[src/rtl/nvds_pkg.sv]
// nearest value distance search: shared package
// request and result payload types, request kind codes and the
// command and status structs between controller and datapath
package nvds_pkg;

   // request kind codes
   localparam logic [1:0] KIND_LOAD  = 2'd0;
   localparam logic [1:0] KIND_QUERY = 2'd1;
   localparam logic [1:0] KIND_CLEAR = 2'd2;

   localparam int VALUE_W = 32;

   typedef struct packed {
      logic [1:0]         kind;
      logic [VALUE_W-1:0] value;
   } req_type;

   typedef struct packed {
      logic [VALUE_W-1:0] distance;
      logic               table_empty;
   } rsp_type;

   // controller to datapath commands
   typedef struct packed {
      logic capture;      // latch request value as key
      logic clear_count;  // empty the table
      logic search_init;  // lo = 0, hi = count, distances to max
      logic rd_mid;       // read entry at midpoint
      logic search_step;  // narrow lo/hi from midpoint entry
      logic rd_upper;     // read first entry not below key
      logic take_upper;   // upper distance from read data
      logic rd_lower;     // read entry before it
      logic take_lower;   // lower distance from read data
      logic ins_init;     // hole index = count
      logic rd_prev;      // read entry just below the hole
      logic ins_step;     // move entry up or drop key into hole
      logic ins_place;    // drop key into hole at index zero
      logic respond;      // register the result
   } cmd_type;

   // datapath to controller status
   typedef struct packed {
      logic count_zero;
      logic count_full;
      logic search_done;
      logic has_upper;
      logic has_lower;
      logic prev_above;
      logic idx_zero;
   } status_type;

endpackage

[src/rtl/nvds_ctrl.sv]
// nearest value distance search: controller
// state machine sequencing load, query and clear requests over the datapath
// uses nvds_pkg
module nvds_ctrl (
   input  logic                 clock,
   input  logic                 reset,
   input  logic                 start,
   input  logic [1:0]           req_kind,
   input  nvds_pkg::status_type status,
   output nvds_pkg::cmd_type    cmd,
   output logic                 busy,
   output logic                 rsp_strobe
);
   import nvds_pkg::*;

   localparam logic [2:0] S_IDLE     = 3'd0;
   localparam logic [2:0] S_Q_CHECK  = 3'd1;
   localparam logic [2:0] S_Q_COMP   = 3'd2;
   localparam logic [2:0] S_Q_UP     = 3'd3;
   localparam logic [2:0] S_Q_LO     = 3'd4;
   localparam logic [2:0] S_Q_RESP   = 3'd5;
   localparam logic [2:0] S_I_CHECK  = 3'd6;
   localparam logic [2:0] S_I_COMP   = 3'd7;

   logic [2:0] state_ff, state_in;
   logic       strobe_ff;
   logic       accept;

   assign accept = start && (state_ff == S_IDLE);

   // next state and commands
   always_comb begin
      state_in = state_ff;
      cmd      = '0;
      unique case (state_ff)
         S_IDLE: begin
            if (accept) begin
               cmd.capture = 1'b1;
               unique case (req_kind)
                  KIND_LOAD: begin
                     if (!status.count_full) begin
                        cmd.ins_init = 1'b1;
                        state_in     = S_I_CHECK;
                     end
                  end
                  KIND_QUERY: begin
                     if (status.count_zero) begin
                        cmd.respond = 1'b1;
                     end else begin
                        cmd.search_init = 1'b1;
                        state_in        = S_Q_CHECK;
                     end
                  end
                  KIND_CLEAR: cmd.clear_count = 1'b1;
                  default: ;
               endcase
            end
         end
         // search loop: read midpoint, then narrow
         S_Q_CHECK: begin
            if (!status.search_done) begin
               cmd.rd_mid = 1'b1;
               state_in   = S_Q_COMP;
            end else if (status.has_upper) begin
               cmd.rd_upper = 1'b1;
               state_in     = S_Q_UP;
            end else begin
               cmd.rd_lower = 1'b1;
               state_in     = S_Q_LO;
            end
         end
         S_Q_COMP: begin
            cmd.search_step = 1'b1;
            state_in        = S_Q_CHECK;
         end
         // neighbor reads
         S_Q_UP: begin
            cmd.take_upper = 1'b1;
            if (status.has_lower) begin
               cmd.rd_lower = 1'b1;
               state_in     = S_Q_LO;
            end else begin
               state_in = S_Q_RESP;
            end
         end
         S_Q_LO: begin
            cmd.take_lower = 1'b1;
            state_in       = S_Q_RESP;
         end
         S_Q_RESP: begin
            cmd.respond = 1'b1;
            state_in    = S_IDLE;
         end
         // insert: walk the hole down past larger entries
         S_I_CHECK: begin
            if (status.idx_zero) begin
               cmd.ins_place = 1'b1;
               state_in      = S_IDLE;
            end else begin
               cmd.rd_prev = 1'b1;
               state_in    = S_I_COMP;
            end
         end
         S_I_COMP: begin
            cmd.ins_step = 1'b1;
            state_in     = status.prev_above ? S_I_CHECK : S_IDLE;
         end
         default: state_in = S_IDLE;
      endcase
   end

   always_ff @(posedge clock) begin
      if (reset) begin
         state_ff  <= S_IDLE;
         strobe_ff <= 1'b0;
      end else begin
         state_ff  <= state_in;
         strobe_ff <= cmd.respond;
      end
   end

   assign busy       = (state_ff != S_IDLE);
   assign rsp_strobe = strobe_ff;

endmodule

[config.mk]
export PLATFORM = sky130hd
export DESIGN_NAME = nvds_ctrl
export DESIGN_NICKNAME = d
export VERILOG_FILES = /design/src/rtl/nvds_pkg.sv /design/src/rtl/nvds_ctrl.sv
export SDC_FILE = /design/constraint.sdc
export NUM_CORES = 1
export LEC_CHECK = 0
export BUFFER_PORTS_ARGS = -buffer_cell sky130_fd_sc_hd__buf_2
export CAP_MARGIN = 20
export CORE_AREA = 5 5 42 44
export DETAILED_ROUTE_END_ITERATION = 10
export DIE_AREA = 0 0 47 49
export GPL_ROUTABILITY_DRIVEN = 1
export SYNTH_ARGS = -nofsm -noshare
export SYNTH_HDL_FRONTEND = slang
export SYNTH_SLANG_ARGS = --single-unit
[constraint.sdc]
create_clock -name clock -period 3.15 [get_ports clock]
set_clock_uncertainty 0.15 [all_clocks]
set_input_delay 0.63 -clock clock [delete_from_list [all_inputs] [get_ports clock]]
set_output_delay 0.63 -clock clock [all_outputs]
set_load 0.005 [all_outputs]
Word-level counts from Yosys, hierarchy flattened
Index checks and enable logic that the tools add are counted.
Cells by class
  equality and inequality tests: 13
  muxes and demuxes: 40
  reduce and logical (&&, ||, !) cells: 5
Operator list (count)
  1-bit two-way mux: 27
  3-bit two-way mux: 9
  3-bit case mux with 8 select lines: 1
  3-bit equality test (second input constant): 4
  3-bit by 2-bit equality test with 1-bit output (second input constant): 2
  3-bit != test (second input constant): 2
  3-bit case mux with 2 select lines: 1
  1-bit case mux with 2 select lines: 2
  4-bit AND reduction: 1
  3-bit by 1-bit equality test with 1-bit output (second input constant): 1
  3-bit zero test: 1
  3-bit by 1-bit != test with 1-bit output (second input constant): 1
  3-bit nonzero test: 1
  2-bit by 1-bit equality test with 1-bit output (second input constant): 1
  2-bit equality test (second input constant): 1
  2-bit zero test: 1
  2-bit != test (second input constant): 1
  1-bit logical AND: 1
Word-level totals
  bits in registers: 4

Depth between registers and ports, before layout
Gate-level depths: netlist (run 1).
  depth after elaboration: 4
  gate-level depth with buffers: 5

Least setup slack after synthesis (run 1)
OpenSTA, ideal clock, no wires.
  kind: input to output
  start: input port status[6] (netlist name)
  end: output port cmd[0] (netlist name)
  data arrival time: 1.082 ns
  data required time: 2.370 ns
  path slack: 1.288 ns
  stages on the path: 3
  path buffers: 0
  cells stage by stage: and4bb_2 -> a22oi_1 -> nor2_1
RTL lines
  start: declaration: RTL line nvds_ctrl.sv:9  | input nvds_pkg::status_type status,
  end: declaration: RTL line nvds_ctrl.sv:10  | output nvds_pkg::cmd_type cmd,

==> impl_metrics.json, run 1 <==
{
  "status": "finished clean",
  "num_vias": 438,
  "regToRegStartpoint": "state_ff[1]",
  "start_kind": "register",
  "die_w_microns": 47,
  "fill_cells": 161,
  "powerDensity_mw_per_mm2": 801,
  "post-route-util": 0.397,
  "root_buffer": "clkbuf_4",
  "cts_tree": "built",
  "ys_seq_area_frac": 0.195,
  "wl_per_cell_microns": 10.9,
  "clkSinkCount": 4,
  "worstPathMaxFanout": 14,
  "maxSlewHeadroom": 0.662,
  "synth.distinct_cells": 29,
  "synth_edf_count": 0,
  "dp_hpwl_microns": 797,
  "clk_pin_slew_worst_paths_ns": 0.03,
  "first_iter_violations": 2,
  "synth_seq_cells": 4,
  "rsz0062_at_grt": "false",
  "regArea_sq_um": 80.1,
  "ios": 28,
  "hold_class": "input pin to register",
  "antenna_found_initial": 0,
  "postRouteAntennaNets": 0,
  "syn_nets": 62,
  "grt_start_max_net_pins": 18,
  "vdd_drop_max_v": 0.000311,
  "antenna_cells": 0,
  "slew_violations": 0,
  "avgSynthCellArea_sq_um": 8.21,
  "synth_area_leaders": "dfxtp_1, and4bb_2, nor2b_1",
  "syn_to_final_growth_pct": 35.7,
  "netlist_area_sq_um": 410,
  "fin_crit_ns": 2.29,
  "post-cts-setup-buffers": 0,
  "final_common_cell": "buf_2",
  "die_h_microns": 49,
  "dr.max_layer_used": "met3",
  "cap_violations": 0,
  "synth_top_area_cell": "dfxtp_1",
  "fin_crit_sh": 0.729,
  "place_congestion": 0.693,
  "tightest_slew_ns": 0.507,
  "clock_latency_ns": 0.23,
  "grtUsageTotal": 0.0866,
  "cts_buffers": 3,
  "htreeDepth": 1,
  "arrival_ns": 1.51,
  "cts.path.max_buffers": 2,
  "wirelength_mm": 1.01,
  "port_buffers": 27,
  "wl_met1_microns": 482,
  "initial_core_util": 0.293,
  "multi_input_area_sq_um": 288,
  "netlist.area_leader.share": 0.195,
  "nets": 90,
  "wl_met2_microns": 435,
  "drive_above_1_share": 0.487,
  "finalHoldViolations": 0,
  "overflow": 0,
  "synthCells": 50,
  "setup_viol": 0,
  "wl_met3_microns": 88,
  "synth_ff_type": "dfxtp_1",
  "die-area_sq_mm": 0.00230,
  "postCtsHoldBufs": 0,
  "critical_path.startpoint": "state_ff[0]",
  "p_leak_nw": 0.290,
  "worstSetupEndpointType": "output pin",
  "required_ns": 2.37,
  "grt_pass1_wl_mm": 1.56,
  "mostFrequentLayoutCells": "buf_2, nor2b_1, nor3_1, dfxtp_1",
  "core_area_sq_mm": 0.00140,
  "dr.pass1.iters": 3,
  "drc": 0,
  "final.setup.tns_ns": 0,
  "worstSetupPathType": "register to output pin",
  "hold_start": "reset",
  "ctsResizeCount": 0,
  "ys_warn_count": 0,
  "vias_per_cell": 4.76,
  "fmax_mhz": 436,
  "first_global_vias": 414,
  "async_reset_ff_frac": 0,
  "num_rows": 14
}
[cell usage after synthesis (2+ instances only)]
| cell type | number |
|---|---|
| and4bb_2 | 2 |
| or3_1 | 2 |
| nand2_1 | 3 |
| dfxtp_1 | 4 |
| mux2i_1 | 2 |
| and2_1 | 2 |
| nor2b_1 | 4 |
| a21oi_1 | 2 |
| buf_6 | 2 |
| nor3_1 | 4 |
| inv_1 | 2 |
| and3_1 | 2 |
| nor2_1 | 2 |
| a211oi_1 | 2 |
[per-layer routing]
layer,vias up,track usage
li1,238,-
met1,182,0.121
met2,18,0.129
met3,0,0.00738
met4,0,0.0415
met5,-,0
[cells by family after synthesis]
family / synth area share
buf+inv: 0.104
simple gates: 0.451
flops: 0.195
mux: 0.0762
compound gates: 0.174
[through the flow]
step           total power [W]  instance area [sq um]  cells  hold slack, ns  setup slack [ns]
6_report              0.000446                    557     92           0.467             0.855
3_5_place_dp          0.000391                    534     89           0.581             0.979
2_1_floorplan         0.000331                    410     50           0.464              1.29
3_3_place_gp          0.000391                    534     89           0.577             0.980
5_1_grt               0.000494                    557     92           0.466             0.736
4_1_cts               0.000453                    557     92           0.461             0.822
[flip-flops by register name (all words and copies together) (netlist names)]
signal,count
rsp_strobe,1
state_ff,3
[report_power, final]
part           total [W]  switching, W  internal (W)
logic           0.000252      0.000117      0.000135
registers       0.000134     0.0000622     0.0000715
clock network  0.0000600     0.0000176     0.0000424
total           0.000446      0.000197      0.000249
[layout make-up]
type | count | share of cell area
Multi-Input combinational cell | 39 | 0.517
Timing Repair Buffer | 27 | 0.243
Sequential cell | 4 | 0.144
Clock buffer | 3 | 0.0404
Tap cell | 16 | 0.0360
Inverter | 3 | 0.0202
[worst paths after layout]
check,endpoint,slack (ns),cells after the start
max,cmd[0],0.86,4
min,state_ff[2],0.47,2
max reg2reg,state_ff[2],1.56,3
min reg2reg,state_ff[0],0.58,1
[worst max-delay path, stage by stage (launching register included)]
cell,delay [ns]
dfxtp_1,0.60
and4bb_2,0.28
a22oi_1,0.21
nor2_1,0.06
buf_2,0.14
Power figures use the tool's default switching activity.
==> inputs of run 2 (changes only) <==
==> constraint.sdc (replaced) <==
create_clock -name clock -period 2.11 [get_ports clock]
set_clock_uncertainty 0.15 [all_clocks]
set_input_delay 0.422 -clock clock [delete_from_list [all_inputs] [get_ports clock]]
set_output_delay 0.422 -clock clock [all_outputs]
set_load 0.005 [all_outputs]
==> run 2 against run 1 <==
Compared with the run above:
- sequential share of layout area barely moved
- non-clock buffer count increased by 1
- first-iteration DRC count grew to 5.5 times the previous value
- worst setup slack worse by 0.70 ns
- cell count increased by 1.1%
- wire length up 6.0%
- utilization increased by 0.63 points
- worst hold slack got worse by 0.21 ns
- flip-flop and latch count stayed put
- via count is 6.4% higher
- critical path depth did not move
==> impl_metrics.json, run 2 (synthesis gave the netlist of run 1 again) <==
{
  "final.setup.tns_ns": 0,
  "post-cts-setup-buffers": 0,
  "mostFrequentLayoutCells": "buf_2, nor2b_1, nor3_1",
  "wl_met1_microns": 421,
  "slowest_stage": "dfxtp_1",
  "initial_core_util": 0.293,
  "top_register": "state_ff",
  "fin_cells": 93,
  "cp_common_cell": "inv_1",
  "wl_per_cell_microns": 11.5,
  "num_rows": 14,
  "finalHoldViolations": 0,
  "worstPathMaxFanout": 9,
  "syn_to_final_growth_pct": 37.8,
  "die_h_microns": 49,
  "vdd_drop_max_v": 0.000502,
  "power_w": 0.000691,
  "cts_tree": "built",
  "dp_hpwl_microns": 859,
  "largest_register_ffs": 3,
  "place_congestion": 0.691,
  "powerDensity_mw_per_mm2": 1220,
  "antenna_found_initial": 0,
  "clk_pin_slew_worst_paths_ns": 0.04,
  "clock_latency_ns": 0.23,
  "wl_met3_microns": 118,
  "vias_per_cell": 5.01,
  "wl_met2_microns": 509,
  "tightest_slew_ns": 0.306,
  "antenna_cells": 0,
  "required_ns": 1.54,
  "hold_class": "input pin to register",
  "htreeDepth": 1,
  "maxSlewHeadroom": 0.796,
  "worstSetupEndpointType": "output pin",
  "max_stage_delay_ns": 0.47,
  "status": "finished clean",
  "first_iter_violations": 11,
  "fmax_mhz": 511,
  "cts.path.max_buffers": 2,
  "setup_slack_ns": 0.152,
  "grt_start_max_net_pins": 15,
  "wirelength_mm": 1.07,
  "p_leak_nw": 0.296,
  "overflow": 0,
  "dr.max_layer_used": "met4",
  "fin_crit_sh": 0.928,
  "nets": 91,
  "cap_violations": 0,
  "port_buffers": 27,
  "grt_pass1_wl_mm": 1.74,
  "drc": 0,
  "root_buffer": "clkbuf_4",
  "fill_cells": 163,
  "die_w_microns": 47,
  "start_kind": "register",
  "cts_buffers": 3,
  "postRouteAntennaNets": 0,
  "ctsResizeCount": 0,
  "num_vias": 466,
  "grtUsageTotal": 0.0999,
  "core_area_sq_mm": 0.00140,
  "dp.cells": 90,
  "fin_crit_ns": 1.96,
  "worstSetupPathType": "register to output pin",
  "clkSinkCount": 4,
  "arrival_ns": 1.39,
  "dr.pass1.iters": 4,
  "setup_viol": 0,
  "die-area_sq_mm": 0.00230,
  "postCtsHoldBufs": 0,
  "rsz0062_at_grt": "false",
  "drive_above_1_share": 0.506,
  "final_common_cell": "buf_2",
  "path_cells": "inv_1, or3_1, inv_1, buf_2",
  "ios": 28,
  "pre_cts_ws_ns": 0.292,
  "slew_violations": 0,
  "first_global_vias": 461
}
==> run 2: metrics by stage <==
stage	area, sq um	utilization	hold WS [ns]
3_5_place_dp	542	0.387	0.498
6_report	566	0.404	0.257
3_3_place_gp	542	0.387	0.494
2_1_floorplan	410	-	0.340
4_1_cts	564	0.403	0.252
5_1_grt	566	0.404	0.260
==> run 2: report_power, final <==
| group | internal [W] | switching (W) | total [W] | leakage, nW |
|---|---|---|---|---|
| Clock | 0.0000636 | 0.0000309 | 0.0000945 | 0.0138 |
| Sequential | 0.000109 | 0.0000758 | 0.000185 | 0.0332 |
| Combinational | 0.000212 | 0.000200 | 0.000412 | 0.249 |
==> run 2: metal layers <==
| layer | vias up | GRT usage |
|---|---|---|
| met3 | 2 | 0.00738 |
| li1 | 239 | - |
| met5 | - | 0 |
| met4 | 0 | 0.0829 |
| met1 | 203 | 0.112 |
| met2 | 22 | 0.161 |
==> run 2: layout make-up <==
cell class	instances	area, sq um	share of cell area
flip-flops and latches	4	81.3	0.144
clock buffers	3	22.5	0.0398
repair buffers	28	143	0.252
multi-input cells	39	288	0.509
inverters	3	11.3	0.0199
well taps	16	20.0	0.0354
==> run 2: path summary, 6_finish.rpt <==
| path | startpoint | end | slack [ns] | depth (start not counted) |
|---|---|---|---|---|
| worst max-delay path | state_ff[2] | cmd[5] | 0.15 | 4 |
| worst min-delay path | reset | state_ff[0] | 0.26 | 2 |
| worst max register to register | state_ff[1] | state_ff[0] | 0.60 | 3 |
| worst min register to register | state_ff[0] | state_ff[0] | 0.46 | 1 |
==> run 2: worst max-delay path, delay by kind of cell, from the launching register on <==
family | cells | cell delay, ns
DFF | 1 | 0.47
and+or+nand+nor | 1 | 0.38
buffers and inverters | 3 | 0.30
